**config.mk**
```make
export PLATFORM = sky130hd
export DESIGN_NAME = modular_square_root
export DESIGN_NICKNAME = d
export VERILOG_FILES = /design/src/hw/rtl/msr_pkg.sv /design/src/hw/rtl/modular_square_root.sv /design/src/hw/rtl/msr_mulmod.sv /design/src/hw/rtl/msr_reduce.sv
export SDC_FILE = /design/constraint.sdc
export NUM_CORES = 2
export LEC_CHECK = 0
export BUFFER_PORTS_ARGS = -buffer_cell sky130_fd_sc_hd__buf_4
export CORE_MARGIN = 5
export CORE_UTILIZATION = 55
export DETAILED_ROUTE_END_ITERATION = 7
export MAX_ROUTING_LAYER = met4
export PLACE_DENSITY = 0.71
export SLEW_MARGIN = 20
export SYNTH_ARGS = -nofsm -noshare
export SYNTH_HDL_FRONTEND = slang
export SYNTH_SLANG_ARGS = --single-unit
export TNS_END_PERCENT = 20
```
**constraint.sdc**
```tcl
create_clock -name clk -period 16.7 [get_ports clk]
set_input_delay 1.67 -clock clk [delete_from_list [all_inputs] [get_ports clk]]
set_output_delay 1.67 -clock clk [all_outputs]
set_load 0.1 [all_outputs]
```
**src/hw/rtl/msr_pkg.sv**
```systemverilog
// Shared constants for the modular square root block.
package msr_pkg;
  localparam int PRIME_WIDTH_DEF = 32;
  localparam int VALUE_W = 64;
  localparam int PORT_W = 32;
  localparam int COUNT_W = 2;

  localparam logic [COUNT_W-1:0] CNT_NONE = 2'd0;
  localparam logic [COUNT_W-1:0] CNT_ONE  = 2'd1;
  localparam logic [COUNT_W-1:0] CNT_TWO  = 2'd2;

  typedef struct packed {
    logic start;
    logic done;
  } msr_ctl_t;
endpackage

```
**src/hw/rtl/modular_square_root.sv**
```systemverilog
// Top level: Tonelli-Shanks modular square root sequencer.
//   channel  | handshake              | payload
//   cfg      | cfg_write              | cfg_data (square_value)
//   in       | in_valid / in_ready    | prime
//   out      | out_valid / out_ready  | root_count, first_root, second_root
// One item at a time. The value is first reduced modulo the prime bit-serially; each
// modular multiply runs in the bit-serial multiplier, and a modular power takes up to
// 2*PRIME_WIDTH multiplies. Euler test, one non-residue check and three powers when
// z is 2; a further candidate z adds a power, the loop up to about S*S multiplies.
// Synchronous reset clears control and the value register. A stalled result
// holds in the output register while the next item may already be taken.
module modular_square_root import msr_pkg::*; #(
  parameter int PRIME_WIDTH = PRIME_WIDTH_DEF
) (
  input  logic               clk,
  input  logic               rst,
  input  logic               cfg_write,
  input  logic [VALUE_W-1:0] cfg_data,
  input  logic               in_valid,
  output logic               in_ready,
  input  logic [PORT_W-1:0]  prime,
  output logic               out_valid,
  input  logic               out_ready,
  output logic [COUNT_W-1:0] root_count,
  output logic [PORT_W-1:0]  first_root,
  output logic [PORT_W-1:0]  second_root
);
  localparam int W  = PRIME_WIDTH;
  localparam int CW = $clog2(PRIME_WIDTH + 1);

  typedef enum logic [16:0] {
    S_IDLE = 17'h00001, S_RED  = 17'h00002, S_EUL  = 17'h00004,
    S_FACT = 17'h00008, S_ZCHK = 17'h00010, S_GC   = 17'h00020,
    S_GR   = 17'h00040, S_GT   = 17'h00080, S_LOOP = 17'h00100,
    S_SQL  = 17'h00200, S_SQB  = 17'h00400, S_MR   = 17'h00800,
    S_MC   = 17'h01000, S_MT   = 17'h02000, S_PMUL = 17'h04000,
    S_PSQ  = 17'h08000, S_FIN  = 17'h10000
  } state_t;

  state_t state, ret;
  logic [VALUE_W-1:0] sqv;
  logic [W-1:0] p, a, half, q, z, c, r, t, tmp, b, pb, pe, pacc;
  logic [CW-1:0] s, m, i, k;
  logic [COUNT_W-1:0] fin_cnt;
  logic mul_run, mul_go, mul_done, mul_want;
  logic [W-1:0] mx, my, mres;
  msr_ctl_t red_ctl;
  logic red_done;
  logic [W-1:0] red_res;
  logic [W-1:0] p_in;
  logic [W:0] q_inc;

  assign p_in = prime[W-1:0];
  assign q_inc = ({1'b0, q} + 1'b1) >> 1;

  always_comb begin
    mul_want = 1'b0;
    mx = tmp;
    my = tmp;
    unique case (state)
      S_PMUL: begin
        mul_want = (pe != '0) && pe[0];
        mx = pacc;
        my = pb;
      end
      S_PSQ: begin
        mul_want = 1'b1;
        mx = pb;
        my = pb;
      end
      S_SQL: mul_want = (i < m) && (tmp != W'(1));
      S_SQB: begin
        mul_want = (k != '0);
        mx = b;
        my = b;
      end
      S_MR: begin
        mul_want = 1'b1;
        mx = r;
        my = b;
      end
      S_MC: begin
        mul_want = 1'b1;
        mx = b;
        my = b;
      end
      S_MT: begin
        mul_want = 1'b1;
        mx = t;
        my = c;
      end
      default: mul_want = 1'b0;
    endcase
    mul_go = mul_want && !mul_run;
  end

  assign red_ctl.start = (state == S_IDLE) && in_valid && (p_in > W'(2));
  assign red_ctl.done = red_done;

  msr_mulmod #(.PRIME_WIDTH(PRIME_WIDTH)) u_mul (
    .clk(clk), .rst(rst), .start(mul_go), .x(mx), .y(my), .m(p),
    .done(mul_done), .res(mres)
  );

  msr_reduce #(.PRIME_WIDTH(PRIME_WIDTH)) u_red (
    .clk(clk), .rst(rst), .ctl_in(red_ctl), .value(sqv), .m(p),
    .done(red_done), .res(red_res)
  );

  assign in_ready = (state == S_IDLE);

  always_ff @(posedge clk) begin
    if (rst) begin
      state     <= S_IDLE;
      ret       <= S_IDLE;
      sqv       <= '0;
      mul_run   <= 1'b0;
      out_valid <= 1'b0;
    end else begin
      if (cfg_write) begin
        sqv <= cfg_data;
      end
      if (out_valid && out_ready) begin
        out_valid <= 1'b0;
      end
      if (mul_go) begin
        mul_run <= 1'b1;
      end else if (mul_done) begin
        mul_run <= 1'b0;
      end
      unique case (state)
        S_IDLE: begin
          if (in_valid) begin
            p <= p_in;
            r <= '0;
            fin_cnt <= CNT_NONE;
            if (p_in < W'(2)) begin
              state <= S_FIN;
            end else if (p_in == W'(2)) begin
              fin_cnt <= CNT_ONE;
              r <= W'(sqv[0]);
              state <= S_FIN;
            end else begin
              state <= S_RED;
            end
          end
        end
        S_RED: begin
          if (red_done) begin
            a <= red_res;
            half <= (p - 1'b1) >> 1;
            pb <= red_res;
            pe <= (p - 1'b1) >> 1;
            pacc <= W'(1);
            ret <= S_EUL;
            state <= S_PMUL;
          end
        end
        S_EUL: begin
          if (pacc != W'(1)) begin
            state <= S_FIN;
          end else begin
            q <= p - 1'b1;
            s <= '0;
            state <= S_FACT;
          end
        end
        S_FACT: begin
          if (!q[0]) begin
            q <= q >> 1;
            s <= s + 1'b1;
          end else begin
            z <= W'(2);
            pb <= W'(2);
            pe <= half;
            pacc <= W'(1);
            ret <= S_ZCHK;
            state <= S_PMUL;
          end
        end
        S_ZCHK: begin
          pacc <= W'(1);
          state <= S_PMUL;
          if (pacc == W'(1)) begin
            z <= z + 1'b1;
            pb <= z + 1'b1;
            pe <= half;
            ret <= S_ZCHK;
            if (z + 1'b1 >= p) begin
              state <= S_FIN;
            end
          end else begin
            pb <= z;
            pe <= q;
            ret <= S_GC;
          end
        end
        S_GC: begin
          c <= pacc;
          pb <= a;
          pe <= q_inc[W-1:0];
          pacc <= W'(1);
          ret <= S_GR;
          state <= S_PMUL;
        end
        S_GR: begin
          r <= pacc;
          pb <= a;
          pe <= q;
          pacc <= W'(1);
          ret <= S_GT;
          state <= S_PMUL;
        end
        S_GT: begin
          t <= pacc;
          m <= s;
          state <= S_LOOP;
        end
        S_LOOP: begin
          if (t == W'(1)) begin
            fin_cnt <= (r != '0) ? CNT_TWO : CNT_ONE;
            state <= S_FIN;
          end else begin
            tmp <= t;
            i <= '0;
            state <= S_SQL;
          end
        end
        S_SQL: begin
          if (mul_want) begin
            if (mul_done) begin
              tmp <= mres;
              i <= i + 1'b1;
            end
          end else if (i >= m) begin
            r <= '0;
            state <= S_FIN;
          end else begin
            k <= m - i - 1'b1;
            b <= c;
            state <= S_SQB;
          end
        end
        S_SQB: begin
          if (mul_want) begin
            if (mul_done) begin
              b <= mres;
              k <= k - 1'b1;
            end
          end else begin
            state <= S_MR;
          end
        end
        S_MR: begin
          if (mul_done) begin
            r <= mres;
            state <= S_MC;
          end
        end
        S_MC: begin
          if (mul_done) begin
            c <= mres;
            state <= S_MT;
          end
        end
        S_MT: begin
          if (mul_done) begin
            t <= mres;
            m <= i;
            state <= S_LOOP;
          end
        end
        S_PMUL: begin
          if (pe == '0) begin
            state <= ret;
          end else if (!pe[0]) begin
            state <= S_PSQ;
          end else if (mul_done) begin
            pacc <= mres;
            state <= S_PSQ;
          end
        end
        S_PSQ: begin
          if (mul_done) begin
            pb <= mres;
            pe <= pe >> 1;
            state <= S_PMUL;
          end
        end
        S_FIN: begin
          if (!out_valid || out_ready) begin
            out_valid   <= 1'b1;
            root_count  <= fin_cnt;
            first_root  <= (fin_cnt == CNT_NONE) ? '0 : PORT_W'(r);
            second_root <= (fin_cnt == CNT_TWO) ? PORT_W'(p - r) : '0;
            state       <= S_IDLE;
          end
        end
        default: state <= S_IDLE;
      endcase
    end
  end

  a_no_roots_zero: assert property (@(posedge clk) disable iff (rst)
    (out_valid && root_count == CNT_NONE) |-> (first_root == '0 && second_root == '0))
    else $error("zero-root item carries nonzero roots");

  a_one_item: assert property (@(posedge clk) disable iff (rst)
    (in_valid && in_ready) |=> !in_ready)
    else $error("second item accepted while busy");

  a_mul_idle: assert property (@(posedge clk) disable iff (rst)
    (state == S_IDLE) |-> !mul_run)
    else $error("multiplier running while idle");
endmodule

```
**src/hw/rtl/msr_mulmod.sv**
```systemverilog
// Bit-serial modular multiplier: x*y mod m, one bit of y per cycle, MSB first.
module msr_mulmod import msr_pkg::*; #(
  parameter int PRIME_WIDTH = PRIME_WIDTH_DEF
) (
  input  logic                   clk,
  input  logic                   rst,
  input  logic                   start,
  input  logic [PRIME_WIDTH-1:0] x,
  input  logic [PRIME_WIDTH-1:0] y,
  input  logic [PRIME_WIDTH-1:0] m,
  output logic                   done,
  output logic [PRIME_WIDTH-1:0] res
);
  localparam int CW = $clog2(PRIME_WIDTH + 1);

  logic                   busy;
  logic [CW-1:0]          cnt;
  logic [PRIME_WIDTH-1:0] ysh;
  logic [PRIME_WIDTH-1:0] xr;
  logic [PRIME_WIDTH-1:0] mr;
  logic [PRIME_WIDTH-1:0] acc;
  logic [PRIME_WIDTH:0]   dbl;
  logic [PRIME_WIDTH-1:0] dred;
  logic [PRIME_WIDTH:0]   sum;
  logic [PRIME_WIDTH-1:0] acc_next;

  always_comb begin
    dbl = {acc, 1'b0};
    if (dbl >= {1'b0, mr}) begin
      dbl = dbl - {1'b0, mr};
    end
    dred = dbl[PRIME_WIDTH-1:0];
    sum = {1'b0, dred} + (ysh[PRIME_WIDTH-1] ? {1'b0, xr} : '0);
    if (sum >= {1'b0, mr}) begin
      sum = sum - {1'b0, mr};
    end
    acc_next = sum[PRIME_WIDTH-1:0];
  end

  always_ff @(posedge clk) begin
    if (rst) begin
      busy <= 1'b0;
      done <= 1'b0;
      cnt  <= '0;
    end else begin
      done <= 1'b0;
      if (start) begin
        busy <= 1'b1;
        cnt  <= CW'(PRIME_WIDTH);
        ysh  <= y;
        xr   <= x;
        mr   <= m;
        acc  <= '0;
      end else if (busy) begin
        acc <= acc_next;
        ysh <= {ysh[PRIME_WIDTH-2:0], 1'b0};
        cnt <= cnt - 1'b1;
        if (cnt == CW'(1)) begin
          busy <= 1'b0;
          done <= 1'b1;
        end
      end
    end
  end

  assign res = acc;
endmodule

```
**src/hw/rtl/msr_reduce.sv**
```systemverilog
// Bit-serial reduction of the 64-bit value modulo the prime.
module msr_reduce import msr_pkg::*; #(
  parameter int PRIME_WIDTH = PRIME_WIDTH_DEF
) (
  input  logic                   clk,
  input  logic                   rst,
  input  msr_ctl_t               ctl_in,
  input  logic [VALUE_W-1:0]     value,
  input  logic [PRIME_WIDTH-1:0] m,
  output logic                   done,
  output logic [PRIME_WIDTH-1:0] res
);
  localparam int VCW = $clog2(VALUE_W + 1);

  logic                   busy;
  logic [VCW-1:0]         cnt;
  logic [VALUE_W-1:0]     vsh;
  logic [PRIME_WIDTH-1:0] rem;
  logic [PRIME_WIDTH:0]   nxt;

  always_comb begin
    nxt = {rem, vsh[VALUE_W-1]};
    if (nxt >= {1'b0, m}) begin
      nxt = nxt - {1'b0, m};
    end
  end

  always_ff @(posedge clk) begin
    if (rst) begin
      busy <= 1'b0;
      done <= 1'b0;
      cnt  <= '0;
    end else begin
      done <= 1'b0;
      if (ctl_in.start) begin
        busy <= 1'b1;
        cnt  <= VCW'(VALUE_W);
        vsh  <= value;
        rem  <= '0;
      end else if (busy) begin
        rem <= nxt[PRIME_WIDTH-1:0];
        vsh <= {vsh[VALUE_W-2:0], 1'b0};
        cnt <= cnt - 1'b1;
        if (cnt == VCW'(1)) begin
          busy <= 1'b0;
          done <= 1'b1;
        end
      end
    end
  end

  assign res = rem;
endmodule
```
==> results.md <==
- YS warnings: 0
- TritonCTS Buffers: 90
- Root Buffer: clkbuf_16
- # hold bufs at CTS: 0
- Post-synth EDFFs: 731
- Bufs on Longest Clock Path: 3
- Iteration-0 DRC Markers: 5518
- Peak fanout along the critical path: 60
- TritonCTS clock tree: built
- Vias per std cell: 6.33
- Clk_lat worst skew: 0.66 ns
- Die area: 91600 µm²
- Primary FF master, synth: edfxtp_1
- Count leader, synth: nand2_1
- Setup violators final: 0
- Synth Area per Inst: 10.2 µm²
- Post-cts sizing count: 0
- Setup Total Neg Slack: 0 ns
- Pwr Density: 95.6 nW/µm²
- Die height: 303 µm
- Top cell type's share of synthesized area: 0.466
- Synth area leader: edfxtp_1
- Routed len/inst: 25.8 µm
- HP Class: reg2reg
- Vias: 37700
- Fmax: 0.110 GHz
- Die W: 303 µm
- Critical Path Max Stage Delay: 0.59 ns
- LEAKAGE: 20.3 nW
- Seq/Total Area, Yosys: 0.511
- Row count: 107
- Syn_nets: 4925
- # Max-Cap Violations: 0
- Worst slack, placed: 7.74 ns
- Post-synth cell types: 95
- First-pass GRT wire length: 227000 µm
- CP max stage cell: edfxtp_1
- Final setup margin: 7.62 ns
- Post-Route WL: 154000 µm
- Cell count after synthesis: 4604
- Worst setup EP type: flip-flop
- CTS Sinks: 837
- Final Wtd Congestion: 0.957
- IO buf count: 168
- GRT overflow: 0
- Status: finished, final reports clean
- Rel. slew slack: 0.188
- Overall routing resource usage: 0.337
- Final HPWL DP: 106000 µm
- Seq cells post-synth: 837
- FF+latch area: 24100 µm²
- Crit path top cell by count: nor2_1
- WS Path Type: reg2reg
- Initial antenna violation count: 10
- Layout cells sized above 1: 0.106
- Core Box Area: 85100 µm²
- Setup Skew: 0.0337 ns
- Clock slew at reported path FFs: 0.06 ns
- Area grow syn2layout: 11.5%
- Synth top cells by count: 761 x nand2_1, 731 x edfxtp_1, 491 x nor2_1
- Final worst path period need: 9.08 ns
- DRC: 0
- Fill count: 7049
- DRT Pass-1 Iters: 7
- Largest net degree at the start of global routing: 73
- Slew @ Worst Pin: 1.22 ns
- Delay-heaviest family, CP: compound AO/OA/AOI/OAI gates
- Unrepaired setup endpoints after global routing: false
- Postcts setup bufs: 0
- Max Transition Viols Final: 0
- Worst vdd ir: 96.1 µV
- Starting Density: 0.553
- Synth async-reset ratio: 0
- Synth Cell Area: 47100 µm²
- Final hold vios: 0
- Number of global-route vias before repair: 35800
- Area of the multi-input gates: 21700 µm²
- Critical path buffer and inverter count: 4
- Data arrival, critical path: 9.46 ns
- WP data required: 17.08 ns
- Top Ports: 169
- Worst Setup Start Kind: flip-flop
- Final ANT Viol Nets: 0
- Fin nets: 5046
- Ratio of final minimum period to clock period: 0.544
- H-tree levels: 3
- Top cells by area, synth: edfxtp_1 47%, nand2_1 6.1%, ha_1 5.7%
==> cell type report <==
| type | instances | area share |
|---|---|---|
| inverter | 173 | 0.0124 |
| sequential | 837 | 0.458 |
| clock inverter | 56 | 0.0104 |
| clock buffer | 112 | 0.0446 |
| timing repair buffer | 241 | 0.0346 |
| tap | 1144 | 0.0272 |
| multi-input combinational | 3382 | 0.412 |
| antenna | 10 | 0.000476 |
==> state kept, by name, summed over array words and instances (netlist names), 32 cells and up <==
signal       flops
sqv             64
u_red.vsh       64
a               32
b               32
c               32
first_root      32
p               32
pacc            32
pb              32
pe              32
q               32
r               32
second_root     32
t               32
tmp             32
u_mul.mr        32
u_mul.res       32
u_mul.xr        32
u_mul.ysh       32
u_red.res       32
z               32
==> worst register-to-register path, delay by kind of cell, from the launching register on <==
kind | cells | cell delay, ns
AO/OA/AOI/OAI | 14 | 3.23
AND/OR/NAND/NOR | 10 | 1.50
adder cells (fa/ha/maj) | 3 | 1.30
buffers and inverters | 4 | 1.22
multiplexers | 3 | 0.97
flip-flops | 1 | 0.59
==> power by group <==
group / total (mW) / internal [mW] / switching, mW
Combinational: 0.589 / 0.224 / 0.365
Sequential: 2.44 / 2.37 / 0.0770
Clock: 1.99 / 1.10 / 0.884
==> layer usage <==
layer / up-vias / wire, µm / track usage
met5: - / 0 / -
met1: 18000 / 59800 / 0.448
met3: 383 / 16900 / 0.0617
met2: 2260 / 67900 / 0.504
met4: 0 / 8880 / 0.163
li1: 17100 / - / -
==> path summary, 6_finish.rpt <==
kind                               from                          to  slack (ns)  cells past startpoint
min                 ret[0]$_SDFFE_PP1P_         ret[0]$_SDFFE_PP1P_        0.45                      1
min reg2reg         ret[0]$_SDFFE_PP1P_         ret[0]$_SDFFE_PP1P_        0.45                      1
max          u_mul.res[7]$_SDFFCE_PP0P_  u_mul.res[1]$_SDFFCE_PP0P_        7.62                     34
max reg2reg  u_mul.res[7]$_SDFFCE_PP0P_  u_mul.res[1]$_SDFFCE_PP0P_        7.62                     34
==> through the flow <==
step | area (µm²) | hold slack (ns) | power [mW] | instances | util
6_report | 52600 | 0.445 | 5.02 | 5955 | 0.617
5_1_grt | 52600 | 0.464 | 5.19 | 5952 | 0.617
4_1_cts | 52500 | 0.447 | 5.03 | 5945 | 0.617
3_3_place_gp | 49600 | 0.429 | 3.05 | 5776 | 0.583
2_1_floorplan | 47100 | 0.418 | 2.87 | 4604 | -
3_5_place_dp | 49700 | 0.434 | 3.06 | 5777 | 0.583
==> placed cells by master (no fill, tap or decap), drive strengths merged, types with 26 or more instances in the layout <==
master  Yosys  layout
nor2b      35      35
nor4       60      60
o21ai     141     141
mux2       72      72
nand3     125     125
ha        214     214
nand2     762     762
a21o       64      64
and3       26      26
a222oi     95      95
o21a       64      64
a22o       32      32
mux2i     119     119
a211oi     32      32
clkinv      1      43
nand2b     29      29
xnor2     175     175
nor2      492     492
clkbuf    136     112
a21oi     247     247
nor3       77      77
xor2       99      99
dfxtp     106     106
nand4      51      51
a31oi      34      34
and2       81      81
buf        76     241
edfxtp    731     731
inv       172     179
==> cells by family (layout without fill, tap and decap cells) <==
kind of cell | after synthesis | after routing | synth area share
AND/OR/NAND/NOR | 1824 | 1824 | 0.175
adder cells (fa/ha/maj) | 220 | 220 | 0.0594
multiplexers | 191 | 191 | 0.0425
buffers and inverters | 385 | 582 | 0.0337
XOR/XNOR | 274 | 274 | 0.0509
AO/OA/AOI/OAI | 873 | 873 | 0.128
flip-flops | 837 | 837 | 0.511
other | 0 | 10 | 0
Note: power is estimated with default switching activity, not from simulation.
